--- src/rtl/core/qoipd_pkg.sv ---
// Shared types, codes and decode helpers for the QOI-variant pixel decoder.
package qoipd_pkg;

  localparam int unsigned INDEX_SLOTS = 64;
  localparam int unsigned INDEX_AW    = $clog2(INDEX_SLOTS);
  localparam int unsigned OUT_TDATA_W = 104;

  typedef enum logic [3:0] {
    PH_HEADER = 4'b0001,
    PH_PIXELS = 4'b0010,
    PH_DRAIN  = 4'b0100,
    PH_STOP   = 4'b1000
  } phase_t;

  localparam logic       CMD_BYTE  = 1'b0;
  localparam logic       CMD_END   = 1'b1;
  localparam logic       KIND_SPAN = 1'b0;
  localparam logic       KIND_STAT = 1'b1;

  localparam logic [1:0] ST_OK        = 2'd0;
  localparam logic [1:0] ST_BAD_MAGIC = 2'd1;
  localparam logic [1:0] ST_ZERO_DIM  = 2'd2;
  localparam logic [1:0] ST_TRUNC     = 2'd3;

  localparam logic [3:0] HDR_MAGIC3 = 4'd3;
  localparam logic [3:0] HDR_WID_LO = 4'd4;
  localparam logic [3:0] HDR_WID_HI = 4'd5;
  localparam logic [3:0] HDR_HGT_LO = 4'd6;
  localparam logic [3:0] HDR_HGT_HI = 4'd7;
  localparam logic [3:0] HDR_LEN_0  = 4'd8;
  localparam logic [3:0] HDR_LEN_1  = 4'd9;
  localparam logic [3:0] HDR_LEN_2  = 4'd10;
  localparam logic [3:0] HDR_LEN_3  = 4'd11;

  localparam logic [31:0] COLOUR_RESET = 32'h0000_00FF;
  localparam logic [13:0] RUN16_BIAS   = 14'd33;

  function automatic logic [7:0] magic_byte(input logic [1:0] idx);
    logic [7:0] m;
    case (idx)
      2'd0:    m = 8'h66;
      2'd1:    m = 8'h69;
      2'd2:    m = 8'h6F;
      default: m = 8'h71;
    endcase
    return m;
  endfunction

  function automatic logic [2:0] extra_bytes(input logic [7:0] lead);
    logic [2:0] e;
    e = 3'd0;
    if (lead[7:5] == 3'b011) begin
      e = 3'd1;
    end else if (lead[7:5] == 3'b110) begin
      e = 3'd1;
    end else if (lead[7:4] == 4'hE) begin
      e = 3'd2;
    end else if (lead[7:4] == 4'hF) begin
      e = {2'b00, lead[3]} + {2'b00, lead[2]} + {2'b00, lead[1]} + {2'b00, lead[0]};
    end
    return e;
  endfunction

  function automatic logic [7:0] sext2(input logic [1:0] v);
    return {{6{v[1]}}, v};
  endfunction

  function automatic logic [7:0] sext4(input logic [3:0] v);
    return {{4{v[3]}}, v};
  endfunction

  function automatic logic [7:0] sext5(input logic [4:0] v);
    return {{3{v[4]}}, v};
  endfunction

endpackage

--- src/rtl/core/qoi_variant_pixel_decoder_core.sv ---
// Top level of the QOI-variant pixel decoder: header parse, op decode and span output.
// Takes one stream byte per cycle, back to back, while output results are taken. An
// accepted byte lands in an input register while the 64-slot colour index is read at
// the byte's low six bits; when that byte is processed the op is decoded, the state
// updated and a span or status result put in the output register. A waiting result
// stalls input only when the input register is also full. The index is a 64-entry
// memory with one valid flop per slot, so a new header clears it at once and no
// clearing pass is needed after reset.
module qoi_variant_pixel_decoder_core
  import qoipd_pkg::*;
(
  input  logic                   clk,
  input  logic                   rst,
  input  logic                   s_axis_tvalid,
  output logic                   s_axis_tready,
  input  logic [7:0]             s_axis_tdata,   // [7:0] data_byte
  input  logic [0:0]             s_axis_tuser,   // [0] command
  output logic                   m_axis_tvalid,
  input  logic                   m_axis_tready,
  // [7:0] red, [15:8] green, [23:16] blue, [31:24] alpha, [63:32] span_count,
  // [79:64] image_width, [95:80] image_height, [97:96] status, [103:98] zero
  output logic [OUT_TDATA_W-1:0] m_axis_tdata,
  output logic [0:0]             m_axis_tuser    // [0] kind
);

  phase_t        phase, phase_next;
  logic [3:0]    header_count, header_count_next;
  logic [15:0]   width_reg, width_reg_next;
  logic [15:0]   height_reg, height_reg_next;
  logic [31:0]   payload_left, payload_left_next;
  logic [31:0]   pixels_left, pixels_left_next;
  logic [31:0]   colour, colour_next;
  logic [7:0]    op_lead, op_lead_next;
  logic [15:0]   op_low, op_low_next;
  logic [2:0]    op_needed, op_needed_next;
  logic [1:0]    error_code, error_code_next;

  logic          in_valid;
  logic          in_cmd;
  logic [7:0]    in_byte;
  logic [31:0]   rd_entry;

  logic [31:0]   index_mem [INDEX_SLOTS];
  logic [INDEX_SLOTS-1:0] index_valid;

  logic          out_valid;
  logic          out_kind;
  logic [31:0]   out_colour;
  logic [31:0]   out_count;
  logic [15:0]   out_width;
  logic [15:0]   out_height;
  logic [1:0]    out_status;

  logic          proc_en;
  logic          s_fire;

  logic [31:0]   pl_dec;
  logic [2:0]    extra;
  logic [7:0]    ex_lead;
  logic [15:0]   ex_low;
  logic [31:0]   ex_col_in;
  logic [31:0]   ex_col;
  logic [31:0]   idx_entry;
  logic [13:0]   ex_n;
  logic [31:0]   ex_span;
  logic [31:0]   ex_pix_after;
  logic [INDEX_AW-1:0] ex_hash;
  logic [31:0]   area;

  logic          wr_en;
  logic          clear_idx;
  logic          res_valid;
  logic          res_kind;
  logic [31:0]   res_colour;
  logic [31:0]   res_count;
  logic [1:0]    res_status;

  assign proc_en       = in_valid && (!out_valid || m_axis_tready);
  assign s_axis_tready = !in_valid || proc_en;
  assign s_fire        = s_axis_tvalid && s_axis_tready;

  assign m_axis_tvalid = out_valid;
  assign m_axis_tuser  = out_kind;
  assign m_axis_tdata  = {6'd0, out_status, out_height, out_width, out_count,
                          out_colour[7:0], out_colour[15:8], out_colour[23:16],
                          out_colour[31:24]};

  assign area      = {16'd0, width_reg} * {16'd0, height_reg};
  assign idx_entry = index_valid[in_byte[INDEX_AW-1:0]] ? rd_entry : 32'd0;

  always_comb begin
    pl_dec    = payload_left - 32'd1;
    extra     = extra_bytes(in_byte);
    ex_lead   = in_byte;
    ex_low    = 16'd0;
    ex_col_in = colour;
    if (op_needed != 3'd0) begin
      ex_lead = op_lead;
      ex_low  = {op_low[7:0], in_byte};
      if (op_lead[7:4] == 4'hF) begin
        ex_low = op_low;
        if (op_lead[3]) begin
          ex_col_in[31:24] = in_byte;
          ex_lead[3]       = 1'b0;
        end else if (op_lead[2]) begin
          ex_col_in[23:16] = in_byte;
          ex_lead[2]       = 1'b0;
        end else if (op_lead[1]) begin
          ex_col_in[15:8]  = in_byte;
          ex_lead[1]       = 1'b0;
        end else begin
          ex_col_in[7:0]   = in_byte;
          ex_lead[0]       = 1'b0;
        end
      end
    end
  end

  always_comb begin
    logic [7:0]  r, g, b, a;
    logic [19:0] m;
    r = ex_col_in[31:24];
    g = ex_col_in[23:16];
    b = ex_col_in[15:8];
    a = ex_col_in[7:0];
    m = {ex_lead[3:0], ex_low};
    ex_n = 14'd1;
    if (ex_lead[7:6] == 2'b00) begin
      {r, g, b, a} = idx_entry;
    end else if (ex_lead[7:5] == 3'b010) begin
      ex_n = {9'd0, ex_lead[4:0]} + 14'd1;
    end else if (ex_lead[7:5] == 3'b011) begin
      ex_n = {1'b0, ex_lead[4:0], ex_low[7:0]} + RUN16_BIAS;
    end else if (ex_lead[7:6] == 2'b10) begin
      r = r + sext2(ex_lead[5:4]);
      g = g + sext2(ex_lead[3:2]);
      b = b + sext2(ex_lead[1:0]);
    end else if (ex_lead[7:5] == 3'b110) begin
      r = r + sext5(ex_lead[4:0]);
      g = g + sext4(ex_low[7:4]);
      b = b + sext4(ex_low[3:0]);
    end else if (ex_lead[7:4] == 4'hE) begin
      r = r + sext5(m[19:15]);
      g = g + sext5(m[14:10]);
      b = b + sext5(m[9:5]);
      a = a + sext5(m[4:0]);
    end
    ex_col  = {r, g, b, a};
    ex_hash = INDEX_AW'(r ^ g ^ b ^ a);
    if (pl_dec == 32'd0) begin
      ex_span = pixels_left;
    end else if ({18'd0, ex_n} < pixels_left) begin
      ex_span = {18'd0, ex_n};
    end else begin
      ex_span = pixels_left;
    end
    ex_pix_after = pixels_left - ex_span;
  end

  always_comb begin
    logic do_exec;
    logic [1:0] fail_code;
    logic do_fail;
    do_exec   = 1'b0;
    do_fail   = 1'b0;
    fail_code = ST_OK;

    phase_next        = phase;
    header_count_next = header_count;
    width_reg_next    = width_reg;
    height_reg_next   = height_reg;
    payload_left_next = payload_left;
    pixels_left_next  = pixels_left;
    colour_next       = colour;
    op_lead_next      = op_lead;
    op_low_next       = op_low;
    op_needed_next    = op_needed;
    error_code_next   = error_code;
    wr_en             = 1'b0;
    clear_idx         = 1'b0;
    res_valid         = 1'b0;
    res_kind          = KIND_SPAN;
    res_colour        = colour;
    res_count         = 32'd0;
    res_status        = ST_OK;

    if (in_cmd == CMD_END) begin
      res_valid  = 1'b1;
      res_kind   = KIND_STAT;
      res_colour = 32'd0;
      if (error_code != ST_OK) begin
        res_status = error_code;
      end else if (phase == PH_HEADER || payload_left != 32'd0) begin
        res_status = ST_TRUNC;
      end
      phase_next        = PH_HEADER;
      header_count_next = 4'd0;
      width_reg_next    = 16'd0;
      height_reg_next   = 16'd0;
      payload_left_next = 32'd0;
      pixels_left_next  = 32'd0;
      colour_next       = COLOUR_RESET;
      op_lead_next      = 8'd0;
      op_low_next       = 16'd0;
      op_needed_next    = 3'd0;
      error_code_next   = ST_OK;
      clear_idx         = 1'b1;
    end else begin
      unique case (phase)
        PH_HEADER: begin
          header_count_next = header_count + 4'd1;
          unique case (header_count)
            HDR_WID_LO: width_reg_next = {8'd0, in_byte};
            HDR_WID_HI: width_reg_next = {in_byte, width_reg[7:0]};
            HDR_HGT_LO: height_reg_next = {8'd0, in_byte};
            HDR_HGT_HI: begin
              height_reg_next = {in_byte, height_reg[7:0]};
              if (width_reg == 16'd0 || {in_byte, height_reg[7:0]} == 16'd0) begin
                do_fail   = 1'b1;
                fail_code = ST_ZERO_DIM;
              end
            end
            HDR_LEN_0: payload_left_next[7:0]   = in_byte;
            HDR_LEN_1: payload_left_next[15:8]  = in_byte;
            HDR_LEN_2: payload_left_next[23:16] = in_byte;
            HDR_LEN_3: begin
              payload_left_next[31:24] = in_byte;
              clear_idx      = 1'b1;
              colour_next    = COLOUR_RESET;
              op_lead_next   = 8'd0;
              op_low_next    = 16'd0;
              op_needed_next = 3'd0;
              if ({in_byte, payload_left[23:0]} == 32'd0) begin
                pixels_left_next = 32'd0;
                phase_next       = PH_DRAIN;
                res_valid        = 1'b1;
                res_colour       = COLOUR_RESET;
                res_count        = area;
              end else begin
                pixels_left_next = area;
                phase_next       = PH_PIXELS;
              end
            end
            default: begin
              if (header_count <= HDR_MAGIC3 &&
                  in_byte != magic_byte(header_count[1:0])) begin
                do_fail   = 1'b1;
                fail_code = ST_BAD_MAGIC;
              end
            end
          endcase
        end
        PH_PIXELS: begin
          payload_left_next = pl_dec;
          if (op_needed == 3'd0) begin
            if ({29'd0, extra} > pl_dec) begin
              do_fail      = 1'b1;
              fail_code    = ST_TRUNC;
              op_lead_next = in_byte;
              op_low_next  = 16'd0;
            end else if (extra != 3'd0) begin
              op_needed_next = extra;
              op_lead_next   = in_byte;
              op_low_next    = 16'd0;
            end else begin
              do_exec = 1'b1;
            end
          end else begin
            op_needed_next = op_needed - 3'd1;
            op_lead_next   = ex_lead;
            op_low_next    = ex_low;
            colour_next    = ex_col_in;
            if (op_needed == 3'd1) begin
              do_exec = 1'b1;
            end
          end
          if (do_exec) begin
            colour_next      = ex_col;
            wr_en            = 1'b1;
            op_lead_next     = 8'd0;
            op_low_next      = 16'd0;
            pixels_left_next = ex_pix_after;
            if (ex_pix_after == 32'd0 || pl_dec == 32'd0) begin
              phase_next = PH_DRAIN;
            end
            res_valid  = 1'b1;
            res_colour = ex_col;
            res_count  = ex_span;
          end
        end
        PH_DRAIN: begin
          if (payload_left != 32'd0) begin
            payload_left_next = pl_dec;
          end
        end
        PH_STOP: begin
        end
        default: begin
        end
      endcase
      if (do_fail) begin
        phase_next = PH_STOP;
        if (error_code == ST_OK) begin
          error_code_next = fail_code;
        end
      end
    end
  end

  always_ff @(posedge clk) begin
    if (proc_en && wr_en) begin
      index_mem[ex_hash] <= ex_col;
    end
    if (s_fire) begin
      if (proc_en && wr_en && ex_hash == s_axis_tdata[INDEX_AW-1:0]) begin
        rd_entry <= ex_col;
      end else begin
        rd_entry <= index_mem[s_axis_tdata[INDEX_AW-1:0]];
      end
    end
  end

  always_ff @(posedge clk) begin
    if (rst) begin
      index_valid <= '0;
    end else if (proc_en && clear_idx) begin
      index_valid <= '0;
    end else if (proc_en && wr_en) begin
      index_valid[ex_hash] <= 1'b1;
    end
  end

  always_ff @(posedge clk) begin
    if (rst) begin
      in_valid <= 1'b0;
    end else if (s_fire) begin
      in_valid <= 1'b1;
    end else if (proc_en) begin
      in_valid <= 1'b0;
    end
  end

  always_ff @(posedge clk) begin
    if (s_fire) begin
      in_cmd  <= s_axis_tuser[0];
      in_byte <= s_axis_tdata;
    end
  end

  always_ff @(posedge clk) begin
    if (rst) begin
      phase        <= PH_HEADER;
      header_count <= 4'd0;
      width_reg    <= 16'd0;
      height_reg   <= 16'd0;
      payload_left <= 32'd0;
      pixels_left  <= 32'd0;
      colour       <= COLOUR_RESET;
      op_lead      <= 8'd0;
      op_low       <= 16'd0;
      op_needed    <= 3'd0;
      error_code   <= ST_OK;
    end else if (proc_en) begin
      phase        <= phase_next;
      header_count <= header_count_next;
      width_reg    <= width_reg_next;
      height_reg   <= height_reg_next;
      payload_left <= payload_left_next;
      pixels_left  <= pixels_left_next;
      colour       <= colour_next;
      op_lead      <= op_lead_next;
      op_low       <= op_low_next;
      op_needed    <= op_needed_next;
      error_code   <= error_code_next;
    end
  end

  always_ff @(posedge clk) begin
    if (rst) begin
      out_valid <= 1'b0;
    end else if (proc_en && res_valid) begin
      out_valid <= 1'b1;
    end else if (m_axis_tready) begin
      out_valid <= 1'b0;
    end
  end

  always_ff @(posedge clk) begin
    if (proc_en && res_valid) begin
      out_kind   <= res_kind;
      out_colour <= res_colour;
      out_count  <= res_count;
      out_width  <= width_reg;
      out_height <= height_reg;
      out_status <= res_status;
    end
  end

endmodule
--- config.mk ---
export PLATFORM = sky130hd
export DESIGN_NAME = qoi_variant_pixel_decoder_core
export DESIGN_NICKNAME = d
export VERILOG_FILES = /design/src/rtl/core/qoipd_pkg.sv /design/src/rtl/core/qoi_variant_pixel_decoder_core.sv
export SDC_FILE = /design/constraint.sdc
export NUM_CORES = 2
export LEC_CHECK = 0
export BUFFER_PORTS_ARGS = -buffer_cell sky130_fd_sc_hd__buf_4
export CAP_MARGIN = 10
export CORE_MARGIN = 5
export CORE_UTILIZATION = 55
export CTS_CLUSTER_DIAMETER = 100
export DETAILED_ROUTE_END_ITERATION = 8
export PLACE_DENSITY = 0.79
export SLEW_MARGIN = 30
export SYNTH_ARGS = -nofsm -noshare
export SYNTH_HDL_FRONTEND = slang
export SYNTH_SLANG_ARGS = --single-unit
--- constraint.sdc ---
create_clock -name clk -period 10.6 [get_ports clk]
set_input_delay 2.12 -clock clk [delete_from_list [all_inputs] [get_ports clk]]
set_output_delay 2.12 -clock clk [all_outputs]
set_load 0.1 [all_outputs]
Yosys cells after proc, flatten, opt, wreduce, memory -nomap -nowiden
Memories as Yosys holds them, arrays and structs flattened. A register that Yosys moved wholly into a read port is not among the register bits.
Index checks and enable logic that the tools add are counted.
{ "word_totals": {"ram_bits": 2048, "register_bits": 339, "n_memories": 1, "output_inout_bits": 107, "elab_cells": 313} }
{ "classes": {"mul": 1, "add_sub_neg": 19, "muxes": 158, "n_reduce_logical": 57, "magnitude_cmp": 6, "bitwise": 4, "n_eq_ne": 40} }
{ "mem_list": {"columns": ["memory", "words", "word_bits", "read_ports", "rd_ports_with_merged_regs", "wr", "line_no", "text"], "rows": [
  ["index_mem", 64, 32, 1, 1, 1, "qoi_variant_pixel_decoder_core.sv:43", "logic [31:0] index_mem [INDEX_SLOTS];"]
]} }
{ "ops": {"columns": ["operator", "count"], "rows": [
  ["$mux W32", 21],
  ["$mux W8", 42],
  ["$pmux W32 S2", 4],
  ["$mux W16", 13],
  ["$logic_not A32 Y1", 3],
  ["$pmux W16 S2", 3],
  ["$pmux W32 S3", 1],
  ["$add A8 B8 Y8", 10],
  ["$or A64 B64 Y64", 1],
  ["$mux W14", 3],
  ["$reduce_and A4 Y1", 9],
  ["$mux W3", 11],
  ["$eq A4 B4 Y1 const B", 8],
  ["$gt A3 B32 Y1", 1],
  ["$logic_not A16 Y1", 2],
  ["$lt A14 B32 Y1", 1],
  ["$mul A16 B16 Y32", 1],
  ["$mux W4", 8],
  ["$reduce_bool A32 Y1", 1],
  ["$sub A32 B1 Y32 const B", 1],
  ["$sub A32 B32 Y32", 1],
  ["$mux W1", 31],
  ["$mux W24", 1],
  ["$eq A4 B3 Y1 const B", 5],
  ["48 further kinds", 103]
]} }

Longest topological paths before layout
{ "logic_depth": {"depth_word": 20, "ltp_mapped": 39, "depth_no_buf": 33} }

Worst setup path before layout
No wires, ideal clock.
{ "synth_path": {"path_kind": "reg2reg", "startpoint": "register op_needed[0]", "endpoint": "register phase[1]", "slack_ps": 2328, "path_stages_with_launch": 39, "n_path_buf": 6, "t_required_ps": 10528, "period_less_slack_ps": 8272, "arrival_ps": 8200, "setup_ps": 72, "cell_sequence": "dfxtp_1 > inv_1 > ha_1 > nor2b_1 > buf_2 > clkbuf_1 > buf_1 > buf_1 > a21oi_1 > ha_1 > a41oi_1 > nor2_1 > nand2_1 > xor2_1 > nor2_1 > ha_1 > a21o_1 > a21o_1 > [... 3 more ...] > a32o_1 > clkbuf_1 > clkbuf_1 > o21ai_0 > ha_1 > fa_1 > nor2b_1 > o31a_1 > o311ai_0 > nand2_1 > a221o_1 > a21oi_1 > xnor2_1 > or3_1 > a2111oi_0 > nand4_1 > nand2_1 > mux2i_1"} }
{ "synth_via": {"elab_chain_len": 14, "elab_cells_between_ends": 33, "classes_between": "add/sub (3); order compare (1); eq/ne (6); mux (16); reduce/logical (7)"} }
{ "synth_lines": {"columns": ["item", "line_no", "text"], "rows": [
  ["from (decl)", "qoi_variant_pixel_decoder_core.sv:35", "logic [2:0] op_needed, op_needed_next;"],
  ["from (signal assigned)", "qoi_variant_pixel_decoder_core.sv:373", "op_needed <= op_needed_next;"],
  ["$reduce_bool A3 Y1", "qoi_variant_pixel_decoder_core.sv:97", "if (op_needed != 3'd0) begin"],
  ["$mux W16 or $mux W8 (tied branches)", "qoi_variant_pixel_decoder_core.sv:97", null],
  ["$add A13 B6 Y14 or $eq A3 B2 Y1 (tied branches)", "qoi_variant_pixel_decoder_core.sv:133, qoi_variant_pixel_decoder_core.sv:132", null],
  ["$mux W14", "qoi_variant_pixel_decoder_core.sv:132", "end else if (ex_lead[7:5] == 3'b011) begin"],
  ["$mux W14", "qoi_variant_pixel_decoder_core.sv:130", "end else if (ex_lead[7:5] == 3'b010) begin"],
  ["$mux W14", "qoi_variant_pixel_decoder_core.sv:128", "if (ex_lead[7:6] == 2'b00) begin"],
  ["$lt A14 B32 Y1", "qoi_variant_pixel_decoder_core.sv:152", "end else if ({18'd0, ex_n} < pixels_left) begin"],
  ["$mux W32", "qoi_variant_pixel_decoder_core.sv:152", null],
  ["$mux W32", "qoi_variant_pixel_decoder_core.sv:150", "if (pl_dec == 32'd0) begin"],
  ["$sub A32 B32 Y32", "qoi_variant_pixel_decoder_core.sv:157", "ex_pix_after = pixels_left - ex_span;"],
  ["$logic_not A32 Y1", "qoi_variant_pixel_decoder_core.sv:283", "if (ex_pix_after == 32'd0 || pl_dec == 32'd0) begin"],
  ["$logic_or A1 B1 Y1", "qoi_variant_pixel_decoder_core.sv:283", null],
  ["$ne A4 B4 Y1 (no source line)", null, null],
  ["$reduce_and A5 Y1 (no source line)", null, null],
  ["to (signal assigned)", "qoi_variant_pixel_decoder_core.sv:364", "phase <= phase_next;"],
  ["to (decl)", "qoi_variant_pixel_decoder_core.sv:26", "phase_t phase, phase_next;"]
]} }
Parallel ways exist; a longest one is shown, timed or not. The select of a mux whose other input is x is not followed.
A chain may end at the register's enable or synchronous reset.

Worst setup path after layout
{ "layout_path": {"startpoint": "register op_lead[6]", "endpoint": "register phase[1]"} }
{ "layout_via": {"elab_chain_len": 15, "elab_cells_between_ends": 21, "classes_between": "add/sub (3); order compare (1); eq/ne (4); mux (9); reduce/logical (4)"} }
{ "layout_lines": {"columns": ["item", "line_no", "text"], "rows": [
  ["from (decl)", "qoi_variant_pixel_decoder_core.sv:33", "logic [7:0] op_lead, op_lead_next;"],
  ["from (signal assigned)", "qoi_variant_pixel_decoder_core.sv:371", "op_lead <= op_lead_next;"],
  ["$eq A4 B4 Y1", "qoi_variant_pixel_decoder_core.sv:100", "if (op_lead[7:4] == 4'hF) begin"],
  ["$mux W16 or $mux W4 (tied branches)", "qoi_variant_pixel_decoder_core.sv:100", null],
  ["$mux W16 or $mux W8 (tied branches)", "qoi_variant_pixel_decoder_core.sv:97", null],
  ["$add A13 B6 Y14", "qoi_variant_pixel_decoder_core.sv:133", "ex_n = {1'b0, ex_lead[4:0], ex_low[7:0]} + RUN16_BIAS;"],
  ["$mux W14", "qoi_variant_pixel_decoder_core.sv:132", null],
  ["$mux W14", "qoi_variant_pixel_decoder_core.sv:130", null],
  ["$mux W14 (*)", "qoi_variant_pixel_decoder_core.sv:128", null],
  ["$lt A14 B32 Y1", "qoi_variant_pixel_decoder_core.sv:152", null],
  ["$mux W32 (*)", "qoi_variant_pixel_decoder_core.sv:152", null],
  ["$mux W32 (*)", "qoi_variant_pixel_decoder_core.sv:150", null],
  ["$sub A32 B32 Y32 (*)", "qoi_variant_pixel_decoder_core.sv:157", null],
  ["$logic_not A32 Y1 (*)", "qoi_variant_pixel_decoder_core.sv:283", null],
  ["$logic_or A1 B1 Y1 (*)", "qoi_variant_pixel_decoder_core.sv:283", null],
  ["$ne A4 B4 Y1 (no source line) (*)", null, null],
  ["$reduce_and A5 Y1 (no source line) (*)", null, null]
]} }
Mark *: on every way between the ends. The rest lies on a longest branch, timed or not.

==> out/results.txt <==
Seq cells post-synth -> 2419
Critical-path maximum fanout -> 17
Drt via density -> 6.90
Layout cells sized above 1 -> 22.3%
Post_cts resized -> 0
Slowest Stage Delay on Critical Path -> 0.76 ns
Most used cell, CP -> a21o_1
Worst r2r src -> op_lead[6]
Worst setup SP type -> flip-flop
GRT Max-Usage Layer -> met2
Vias in the first global route -> 68.1k
Total Wirelength -> 338 mm
Fin util -> 61.9%
Max FFs per register -> 2048
Post-route ant nets -> 0
Worst setup EP type -> flip-flop
CP max stage cell -> a21oi_1
Fmax -> 106 MHz
Io pins -> 120
CP Class -> reg2reg
Met3 Use GR -> 6.71%
Slew HR -> 27.7%
Post-Syn Area -> 110000 um2
FP Rows -> 164
Number of synthesized flops with an enable pin -> 2188
Unrepaired setup endpoints after global routing -> false
Layout Area Growth over Synthesis -> 12.0%
DR vias -> 67.3k
WL per Instance -> 34.7 um
Hold path start -> index_valid[50]
First-pass GRT wire length -> 486 mm
Pins Over Slew Limit -> 0
Worst Path Arrival -> 10.23 ns
Register area share after synthesis -> 63.7%
Reg-to-reg endpoint -> phase[1]
Clock latency on the worst-skew pair -> 0.95 ns
Routability Congestion -> 0.962
Met1 GRT Util -> 40.1%
Design area -> 124000 um2
Skew final -> 0.124 ns
Placed instance area -> 115000 um2
Setup_tns -> 0 ns
Fin. Hold Viols -> 0
Top reg by flops -> index_mem
Met2 Usage GRT -> 52.1%
Clock transition at path regs -> 0.07 ns
YS warnings -> 0
Outcome -> finished with violations
Syn Inst Count -> 6730
Placed instance count -> 9303
Leakage -> 42.3 nW
Grt total ovfl -> 0
Area of the core -> 200000 um2
CTS root buf -> clkbuf_16
I/O Buffers -> 113
Die width -> 458 um
Most common flop cell mapped by yosys -> edfxtp_1
Final clock period utilization by the worst path -> 89.2%
CTS tree -> yes
Nets -> 7345
Die ar. -> 210000 um2
CTS Buf Count -> 231
Syn_area_per_cell -> 16.4 um2
Hold endpoint -> index_valid[50]
Layout Cells excl Fill -> 9746
Final Critical Period -> 9.46 ns
Hold-fix buffers at CTS -> 0
Final Setup Violations -> 0
Hpwl dp -> 193 mm
Clock Sinks -> 2419
Hold depth -> 1
Die Y -> 458 um
Violated checks -> DRC
Tot Pwr -> 21.1 mW
Hold WC Path Type -> reg2reg
Initial DRC Count -> 10.6k
R2R depth -> 32
Required time of the critical path -> 11.38 ns
Drt drc -> 2
Htree depth -> 4
Worst-Margin Slew -> 1.08 ns
Distinct cells, synth -> 94
FF-to-FF setup slack -> 1.14 ns
Largest regs -> index_mem (2048), index_valid (64)
Asr flop ratio synth -> 0%
Clock buffer depth -> 3
Power Dens Cells -> 171 nW/um2
Initial Util -> 55.3%
Total track usage -> 32.0%
IR drop worst, VDD -> 0.199 mV
Max-Cap Viols -> 0
Pre-antenna DRT Iters -> 9
Initial antenna violation count -> 22
Setup Fix Bufs, Post-CTS -> 0
Largest net degree at the start of global routing -> 119
==> final cells by class <==
type	instances	area [um2]
tap	2656	3320
sequential	2419	70300
antenna	6	15.0
timing repair buffer	315	2660
inverter	321	1210
multi-input combinational	3598	38000
clock buffer	270	5990
clock inverter	161	2120
fill	13400	76000
==> cell families after synthesis <==
group	Yosys count	share of synthesized area (%)
other	1	0.00340
multiplexers	790	15.0
flip-flops	2419	63.7
AND/OR/NAND/NOR	1256	5.31
AO/OA/AOI/OAI	942	5.69
buffers and inverters	718	2.51
XOR/XNOR	158	1.28
adder cells (fa/ha/maj)	446	6.46
==> worst max path at each step <==
stage | from | slack [ns] | depth (start not counted) | endpoint
floorplan | op_needed[0] | 2.33 | 38 | phase[1]
global placement | op_lead[6] | 1.52 | 34 | phase[1]
detailed placement | op_lead[6] | 1.35 | 32 | phase[2]
CTS | op_lead[6] | 1.31 | 32 | phase[1]
global route | op_lead[6] | 0.71 | 33 | phase[1]
finish | op_lead[6] | 1.14 | 32 | phase[1]
==> power breakdown <==
group,switching (mW),internal [mW]
combinational,1.15,0.547
clock,3.91,4.97
sequential,0.0549,10.5
total,5.12,16.0
==> stage by stage <==
step | setup WS (ns) | hold WS (ns)
after floorplan | 2.33 | 0.406
after detailed placement | 1.35 | 0.449
final | 1.14 | 0.469
after global routing | 0.712 | 0.471
after global placement | 1.52 | 0.442
after CTS | 1.31 | 0.464
==> worst max-delay path, delay by kind of cell, from the launching register on <==
| kind | cells | cell delay (ns) |
|---|---|---|
| muxes | 1 | 0.21 |
| DFF | 1 | 0.56 |
| buffers and inverters | 1 | 0.21 |
| AOI/OAI and AO/OA | 15 | 4.82 |
| xor gates and xnor gates | 2 | 0.26 |
| adders and majority gates | 3 | 0.79 |
| and+or+nand+nor | 10 | 2.54 |
==> synthesized netlist by cell type (all sizes together), types with 54 or more instances <==
cell type,number,area [um2]
a21o,70,526
a21oi,278,1390
a22oi,93,698
and2,97,607
buf,91,417
clkbuf,306,1150
dfxtp,231,4620
edfxtp,2188,65700
fa,206,4120
ha,240,3000
inv,320,1200
mux2i,60,601
mux4,680,15300
nand2,403,1510
nand3,54,280
nor2,386,1450
nor3,82,415
o21a,76,571
o21ai,120,601
xnor2,94,823
xor2,62,543
==> layout by cell type (no fill, tap or decap), types with 39 or more instances in the layout <==
| cell | Yosys | final |
|---|---|---|
| edfxtp_1 | 2188 | 2188 |
| mux4_2 | 680 | 680 |
| nand2_1 | 403 | 401 |
| nor2_1 | 386 | 319 |
| inv_1 | 319 | 311 |
| buf_4 | 6 | 290 |
| a21oi_1 | 278 | 275 |
| ha_1 | 240 | 240 |
| clkbuf_16 | 0 | 232 |
| dfxtp_1 | 231 | 230 |
| fa_1 | 206 | 206 |
| o21ai_0 | 109 | 102 |
| and2_1 | 97 | 95 |
| xnor2_1 | 94 | 94 |
| a22oi_1 | 93 | 93 |
| nor3_1 | 81 | 77 |
| o21a_1 | 76 | 76 |
| a21o_1 | 70 | 67 |
| nor2_4 | 0 | 65 |
| xor2_1 | 62 | 62 |
| mux2i_1 | 60 | 59 |
| nand3_1 | 52 | 50 |
| clkinv_2 | 0 | 44 |
| nor4_1 | 40 | 40 |
| a211oi_1 | 40 | 39 |
==> metal layers <==
| metal | wire (um) | share of wire, % |
|---|---|---|
| met1 | 112000 | 33 |
| met2 | 163000 | 48 |
| met3 | 38700 | 11 |
| met4 | 24200 | 7.2 |
| met5 | 150 | 0.044 |
(Power assumes the default switching activity.)
